**config.mk**
```make
export PLATFORM = sky130hd
export DESIGN_NAME = brbf_ctrl
export DESIGN_NICKNAME = d
export VERILOG_FILES = /design/src/byte_ring_buffer_fifo_top_assert.svh /design/src/brbf_pkg.sv /design/src/brbf_ctrl.sv
export SDC_FILE = /design/constraint.sdc
export NUM_CORES = 1
export LEC_CHECK = 0
export CAP_MARGIN = 10
export CORE_AREA = 2 2 39 41
export DETAILED_ROUTE_END_ITERATION = 10
export DIE_AREA = 0 0 41 43
export DONT_BUFFER_PORTS = 1
export GPL_ROUTABILITY_DRIVEN = 1
export SETUP_SLACK_MARGIN = 0.05
export SLEW_MARGIN = 10
export SYNTH_ARGS = -nofsm -noshare
export SYNTH_HDL_FRONTEND = slang
export SYNTH_SLANG_ARGS = --single-unit
```
**constraint.sdc**
```tcl
create_clock -name clk -period 1.4 [get_ports clk]
set_input_delay 0.14 -clock clk [delete_from_list [all_inputs] [get_ports clk]]
set_output_delay 0.14 -clock clk [all_outputs]
set_load 0.005 [all_outputs]
```
**src/byte_ring_buffer_fifo_top_assert.svh**
```systemverilog
// Assertion macros for the byte ring buffer FIFO.
// Expects signals named clk and rst_n in the including module.
`ifndef BYTE_RING_BUFFER_FIFO_TOP_ASSERT_SVH
`define BYTE_RING_BUFFER_FIFO_TOP_ASSERT_SVH

// Same-cycle implication, disabled in reset.
`define BRBF_ASSERT_NOW(lbl, ante, cons, msg) \
  lbl: assert property (@(posedge clk) disable iff (!rst_n) (ante) |-> (cons)) \
    else $error(msg);

// Next-cycle implication, disabled in reset.
`define BRBF_ASSERT_NEXT(lbl, ante, cons, msg) \
  lbl: assert property (@(posedge clk) disable iff (!rst_n) (ante) |=> (cons)) \
    else $error(msg);

`endif

```
**src/brbf_pkg.sv**
```systemverilog
// Shared types and constants for the byte ring buffer FIFO.
// No dependencies.
`timescale 1ns / 1ps

package brbf_pkg;

  localparam int DEPTH_DEF       = 1024;
  localparam int MAX_BURST_DEF   = 64;
  localparam int WRITE_LANES_DEF = 8;

  localparam int OPC_W    = 2;
  localparam int DATA_W   = 8;
  localparam int WBYTES_W = 64;
  localparam int COUNT_W  = 7;
  localparam int POS_W    = 10;

  typedef enum logic [OPC_W-1:0] {
    OP_WRITE   = 2'd0,
    OP_DEQUEUE = 2'd1,
    OP_PEEK    = 2'd2,
    OP_PEEK_AT = 2'd3
  } opcode_t;

  typedef struct packed {
    logic accept;
    logic mod_step;
    logic pchk;
    logic wr_step;
    logic rd_issue;
    logic out_byte;
    logic out_resp;
  } cmd_t;

  typedef struct packed {
    logic acc_write;
    logic acc_peek_at;
    logic acc_zero;
    logic pchk_zero;
    logic left_one;
    logic out_free;
  } stat_t;

endpackage

```
**src/brbf_ctrl.sv**
```systemverilog
// Controller state machine for the byte ring buffer FIFO.
// Depends on brbf_pkg (cmd_t, stat_t).
`timescale 1ns / 1ps

module brbf_ctrl
  import brbf_pkg::*;
(
  input  logic  clk,
  input  logic  rst_n,
  input  logic  in_valid,
  output logic  in_ready,
  input  stat_t st,
  output cmd_t  cmd
);

  typedef enum logic [2:0] {
    S_IDLE,
    S_MOD,
    S_PCHK,
    S_WR,
    S_RD,
    S_LOAD,
    S_RESP
  } state_t;

  state_t state_r, state_nxt;
  logic   in_ready_r;

  always_comb begin
    cmd       = '0;
    state_nxt = state_r;
    unique case (state_r)
      S_IDLE: begin
        if (in_valid && in_ready_r) begin
          cmd.accept = 1'b1;
          if (st.acc_peek_at) begin
            state_nxt = S_MOD;
          end else if (st.acc_zero) begin
            state_nxt = S_RESP;
          end else if (st.acc_write) begin
            state_nxt = S_WR;
          end else begin
            state_nxt = S_RD;
          end
        end
      end
      S_MOD: begin
        cmd.mod_step = 1'b1;
        state_nxt    = S_PCHK;
      end
      S_PCHK: begin
        cmd.pchk  = 1'b1;
        state_nxt = st.pchk_zero ? S_RESP : S_RD;
      end
      S_WR: begin
        cmd.wr_step = 1'b1;
        if (st.left_one) begin
          state_nxt = S_RESP;
        end
      end
      S_RD: begin
        cmd.rd_issue = 1'b1;
        state_nxt    = S_LOAD;
      end
      S_LOAD: begin
        if (st.out_free) begin
          cmd.out_byte = 1'b1;
          if (st.left_one) begin
            state_nxt = S_IDLE;
          end else begin
            cmd.rd_issue = 1'b1;
          end
        end
      end
      S_RESP: begin
        if (st.out_free) begin
          cmd.out_resp = 1'b1;
          state_nxt    = S_IDLE;
        end
      end
      default: state_nxt = S_IDLE;
    endcase
  end

  always_ff @(posedge clk) begin
    if (!rst_n) begin
      state_r    <= S_IDLE;
      in_ready_r <= 1'b1;
    end else begin
      state_r    <= state_nxt;
      in_ready_r <= (state_nxt == S_IDLE);
    end
  end

  assign in_ready = in_ready_r;

endmodule

```
# Word level (Yosys, flattened, before mapping)
# Cells that the tools add are included.
# totals
reg_bits	4
inputBits	9
out_inout_bits	8
# classes
eq_ne	6
muxes	21
reduce_logical	3
# ops
op	n
3-bit two-way mux	8
3-bit case mux with 7 select lines	1
3-bit == test (second input constant)	3
1-bit two-way mux	9
3-bit by 2-bit == test with 1-bit output (second input constant)	2
3-bit zero test	2
2-bit two-way mux	2
3-bit by 1-bit == test with 1-bit output (second input constant)	1
1-bit case mux with 2 select lines	1
1-bit logical AND	1

# Logic depth before layout (Yosys ltp)
# Gate-level depths: netlist (run 1).
# depth
word_depth	6
depth_mapped	5
ltp_nobuf	4

# Worst setup path before layout (run 1)
# OpenSTA, ideal clock, no wires.
# synth_path
path_kind	register to register
from	register state_r[1]
to	register in_ready_r (netlist: in_ready)
setup_ns	0.134
arrival_ns	1.050
slack_ns	0.216
stages_incl_launch_ff	6
period_less_slack_ns	1.184
path_cell_list	dfxtp_1 buf_4 nand2_1 or3_1 a31oi_2 a311oi_2
# synth_via
elab_chain_len	4
# synth_rtl
item	line	text
start, declared	brbf_ctrl.sv:26	state_t state_r, state_nxt;
start signal, assigned	brbf_ctrl.sv:90	state_r <= state_nxt;
3-bit two-way mux	brbf_ctrl.sv:68	if (st.left_one) begin
3-bit two-way mux	brbf_ctrl.sv:66	if (st.out_free) begin
3-bit case mux with 7 select lines (*)	brbf_ctrl.sv:32	unique case (state_r)
3-bit zero test (*)	brbf_ctrl.sv:91	in_ready_r <= (state_nxt == S_IDLE);
end signal, assigned	brbf_ctrl.sv:91	
end, declared	brbf_ctrl.sv:27	logic in_ready_r;
# Mark *: on every way between the ends. The rest lies on a longest branch, timed or not.
# A chain may end at the register's enable or synchronous reset.

# Worst setup path in the final report (run 1)
# Ends and elaborated chain as after synthesis.

==> impl_results.md, run 1 <==
* EDFF count, synth at 0
* # DRC at 0
* Area Growth Syn to Fin at 13.25%
* HP Start: rst_n
* CTS tree: built
* Number of global-route vias before repair at roughly 320
* Worst reg-to-reg path cell count at 4
* Detail Route Antenna Nets at 0
* Sequential area share after synthesis at 25.70%
* Flop2flop setup slack at between 200 and 250 ps
* Synth top cells by count: dfxtp_1, nand2_1, nor2_1
* Via Count at slightly below 300
* Max cap viols at 0
* HPWL Detailed at 579.7 µm
* Tightest Pin Transition at approximately 230 ps
* Overall Global Routing Usage at 11.84%
* DRT iter0 DRCs at 2
* Starting density of the core at 22.51%
* Register bit total from synthesis at 4
* Worst path required time at 1510 ps
* First-pass GRT wire length at between 1000 and 1500 µm
* FF-to-FF End: in_ready
* Max VDD drop at between 400 and 500 µV
* Fin crit share at between 80 and 90%
* CP max FO at 7
* Core ar. at approximately 1400 µm²
* Post-synthesis cell type count at 25
* Clock Latency Late Sink at roughly 250 ps
* Largest net degree at the start of global routing at 12
* PD cells at roughly 1900 nW/µm²
* Fill cell count at between 100 and 150
* Setup TNS at 0 ps
* Clk buf depth at 2
* CTS root buf: clkbuf_4
* Setup repair bufs after CTS at 0
* Share of cells above drive strength 1 at between 20% and 30%
* Syn nets at 48
* CP endpoint kind: register
* Top FF cell, synth: dfxtp_1
* Total CTS buffers at 3
* Via/cell ratio at approximately 5
* Ant diodes at 0
* Antenna violations before repair at 0
* Clock sinks at 4
* # IOs at 17
* Post-layout min period at between 1000 and 1500 ps
* Hold_ws at between 20 and 25 ps
* Final setup fails at 0
* Die area at approximately 1800 µm²
* Largest cells by area after synthesis: dfxtp_1, a31oi_2, a311oi_2, nand2_1, and3_1
* Cell taking the most area after synthesis: dfxtp_1
* Netlist Area Pre-Place at just over 300 µm²
* Post-Syn Area per Cell at approximately 8.0 µm²
* Worst-path clk slew at ~40 ps
* Cell depth of the worst hold path at 1
* Leakage at ~0.12 nW
* Outcome: finished, final reports clean
* Cts hold-fix bufs at 0
* Max Fclk at around 840 MHz
* Share of the synthesized area in the top cell type at around a quarter
* FFs w/ async S/R, synth at 0%
* Post-Route WL at between 700 and 800 µm
* Final Wtd Congestion at between 0.8 and 0.9
* Final Hold Viols at 0
* Nets@finish at 52
* Unrepaired setup endpoints after global routing: false
* CTS-repair resized insts at 0
* Initial DRT Pass Iterations at 4
* Final Max Tran Viols at 0
* Setup crit start kind: register
* Crit Path Category: reg -> reg
* Hold Crit Class: in -> reg
* Fin Clk Skew at about 6 ps
* Synth warnings at 0
* CTS H-tree lvls at 1
* WHS Endpoint: in_ready
* Congestion Overflow GR at 0
* Die Y at 43 µm
* CP arrival at about 1300 ps
* Syn Inst Count at 39
* Row count at 14
* Routed wire per std cell at roughly 14 µm
* RR Startpoint: state_r[1]
* Buffers on Ports at 0
* Slew margin rel. at between 80% and 90%
* Die Span X at 41 µm
sequential cells by signal, summed over array words and instances (netlist names):
signal    flops
in_ready      1
state_r       3
cells in the final DEF, fill, tap and decap left out:
cell type / count
o2111ai_1: 1
nand2_1: 4
o211ai_2: 1
nand2b_1: 2
nor2_1: 3
and3_1: 2
nor3_2: 1
nor3_1: 2
nor2b_1: 2
clkbuf_4: 3
or3_1: 1
a21oi_1: 2
dfxtp_1: 1
a31o_1: 1
o21ai_1: 2
or2_1: 1
nand3b_1: 1
nand3_1: 1
a311oi_2: 1
and3b_1: 1
dfxtp_2: 3
inv_1: 1
a31oi_2: 2
buf_4: 1
nor3b_1: 1
worst max-delay path, cell delays in order (launching register included):
cell	delay [ps]
dfxtp_2	390
nand2_1	80
or3_1	320
a31oi_2	220
a311oi_2	60
area by class of cell:
class,count,area [µm²],area share (%)
timing repair buffer,1,7.507,2.128
clock buffer,3,22.52,6.383
inverter,1,3.754,1.064
tap,16,20.02,5.674
multi-input combinational,32,215.2,60.99
sequential,4,83.83,23.76
logic make-up after synthesis:
logic type | count (synthesis) | share of synthesized area [%]
compound gates | 10 | 28.91
buf+inv | 3 | 5.219
flops | 4 | 25.70
simple gates | 22 | 40.16
worst max path at each step:
| stage | from | slack [ps] | cells after the start | to |
|---|---|---|---|---|
| final | state_r[1] | 210 | 4 | in_ready |
| after global placement | state_r[1] | 120 | 4 | in_ready |
| after detailed placement | state_r[1] | 120 | 4 | in_ready |
| after CTS | state_r[2] | 110 | 2 | cmd[1] |
| after floorplan | state_r[1] | 220 | 5 | in_ready |
| after global routing | state_r[1] | 110 | 4 | in_ready |
power by group:
part           internal [W]  switching [W]  total [W]  leakage, nW
Combinational      0.000120       0.000143   0.000263       0.0732
Sequential         0.000165      0.0000802   0.000245       0.0342
Clock             0.0000965      0.0000564   0.000153       0.0138
routing by layer:
layer	share of wire (%)	global-route usage, %	up-vias
met2	55	15.00	7
met3	3.7	2.618	3
li1	-	-	146
met5	0	0	-
met1	37	13.14	135
met4	3.9	16.00	0
per-stage QoR:
step           total power, W  utilization, %  setup WS, ps  instances  cell area (µm²)
2_1_floorplan       0.0004491               -         215.8         39            311.5
4_1_cts             0.0006599           25.23         108.1         57            349.1
3_5_place_dp        0.0005007           23.60         122.5         54            326.6
3_3_place_gp        0.0004952           23.60         123.2         54            326.6
6_report            0.0006611           25.50         205.1         57            352.8
5_1_grt             0.0007161           25.50         111.3         57            352.8
Note: power is estimated with default switching activity, not from simulation.
==> inputs of run 2 (changes only) <==
ABC_CLOCK_PERIOD_IN_PS = 1400   (was unset)
GPL_TIMING_DRIVEN = 0   (was unset)
==> impl_results.md, run 2 (synthesis results as in run 1) <==
* Outcome: finished, final reports clean
* PD cells at ~1900 nW/µm²
* CTS H-tree lvls at 1
* Fin Clk Skew at approximately 1.6 ps
* Fill cell count at around 160
* Max cap viols at 0
* Cts hold-fix bufs at 0
* Cell Chain, Critical Path: buf_4 > nand2_1 > or3_1 > a31oi_2 > a311oi_2
* Area of the multi-input gates at approximately 220 µm²
* Max VDD drop at just under 400 µV
* Top reg by flops: state_r
* Final Non-Filler Cells at slightly below 60
* Row count at 14
* Unrepaired setup endpoints after global routing: false
* Final Hold Viols at 0
* Area after DPL at between 300 and 400 µm²
* Hold Crit Class: in -> reg
* Clock Latency Late Sink at between 200 and 250 ps
* First-pass GRT wire length at about 1300 µm
* Slowest CP cell: or3_1
* Starting density of the core at a little under a quarter
* Reg area at 81.33 µm²
* Detail Route Antenna Nets at 0
* CTS-repair resized insts at 0
* Post-route cell area at 361.6 µm²
* Die area at roughly 1800 µm²
* Post-Place Cells at 55
* Post-Route WL at just under 800 µm
* Post-layout min period at approximately 1300 ps
* Commonest non-fill, non-tap cell in the layout: nand2_1
* Core ar. at between 1000 and 1500 µm²
* Tot Pwr at around 0.00067 W
* Die Span X at 41 µm
* Antenna violations before repair at 0
* CTS root buf: clkbuf_4
* Clk buf depth at 2
* CP endpoint kind: register
* Crit path largest cell delay at 340 ps
* Final Max Tran Viols at 0
* Final setup fails at 0
* Slew margin rel. at 77.26%
* HPWL Detailed at ~590 µm
* DRT iter0 DRCs at 7
* # IOs at 17
* CP arrival at approximately 1400 ps
* Fin worst setup slack at approximately 150 ps
* Leakage at 0.1279 nW
* Max reg flops at 3
* Buffers on Ports at 0
* Fin crit share at 89.61%
* Area Growth Syn to Fin at 16.06%
* Pre-CTS setup slack at about 110 ps
* Commonest cells after routing, fill and taps aside: nand2_1, nor2_1, clkbuf_4, dfxtp_1
* Worst-path clk slew at ~40 ps
* Total CTS buffers at 3
* Share of cells above drive strength 1 at a little over a quarter
* # DRC at 0
* Overall Global Routing Usage at a little under an eighth
* CTS tree: built
* Number of global-route vias before repair at about 310
* Max Fclk at ~800 MHz
* Worst path required time at about 1500 ps
* Setup crit start kind: register
* Congestion Overflow GR at 0
* CP max FO at 10
* Setup TNS at 0 ps
* Clock sinks at 4
* Final Wtd Congestion at around 0.8
* Setup repair bufs after CTS at 0
* Ant diodes at 0
* Via Count at ~310
* Crit Path Category: reg -> reg
* Largest net degree at the start of global routing at 11
* Die Y at around 43 µm
* Routed wire per std cell at 13.48 µm
* Initial DRT Pass Iterations at 2
* Tightest Pin Transition at around 340 ps
* Nets@finish at between 50 and 60
* Via/cell ratio at around 5.4
[run 2: worst max-delay path: cells and delay by family, from the launching register on]
family	cells	cell delay (ps)
AO/OA/AOI/OAI	2	220
buffers and inverters	1	170
flip-flops	1	300
AND/OR/NAND/NOR	2	420
[run 2: path summary, 6_finish.rpt]
kind              start         end  slack, ps  depth (start not counted)
max          state_r[1]    in_ready        150                          5
min               rst_n    in_ready         20                          1
max reg2reg  state_r[1]    in_ready        150                          5
min reg2reg    in_ready  state_r[0]        610                          2
[run 2: area by class of cell]
class / count / area share, %
flip-flops and latches: 4 / 22.49
clock buffers: 3 / 6.228
inverters: 1 / 1.038
plain buffers: 2 / 3.460
multi-input cells: 32 / 61.25
well taps: 16 / 5.536
[run 2: report_power, final]
group	internal [W]	switching (W)
logic	0.000138	0.000192
clock network	0.0000958	0.0000465
registers	0.000160	0.0000400
[run 2: layer usage]
layer | track usage [%] | vias to the layer above | wire length, µm
met5 | 0 | - | 0
met4 | 12.00 | 0 | 25
met3 | 2.618 | 3 | 35
met2 | 15.00 | 7 | 427
met1 | 13.83 | 151 | 295
li1 | - | 150 | -
[run 2: metrics by stage]
step,hold slack [ps],utilization [%]
after floorplan,254.0,-
after global placement,267.7,23.96
after detailed placement,268.9,23.96
after CTS,18.75,25.59
after global routing,24.36,26.13
final,21.33,26.13
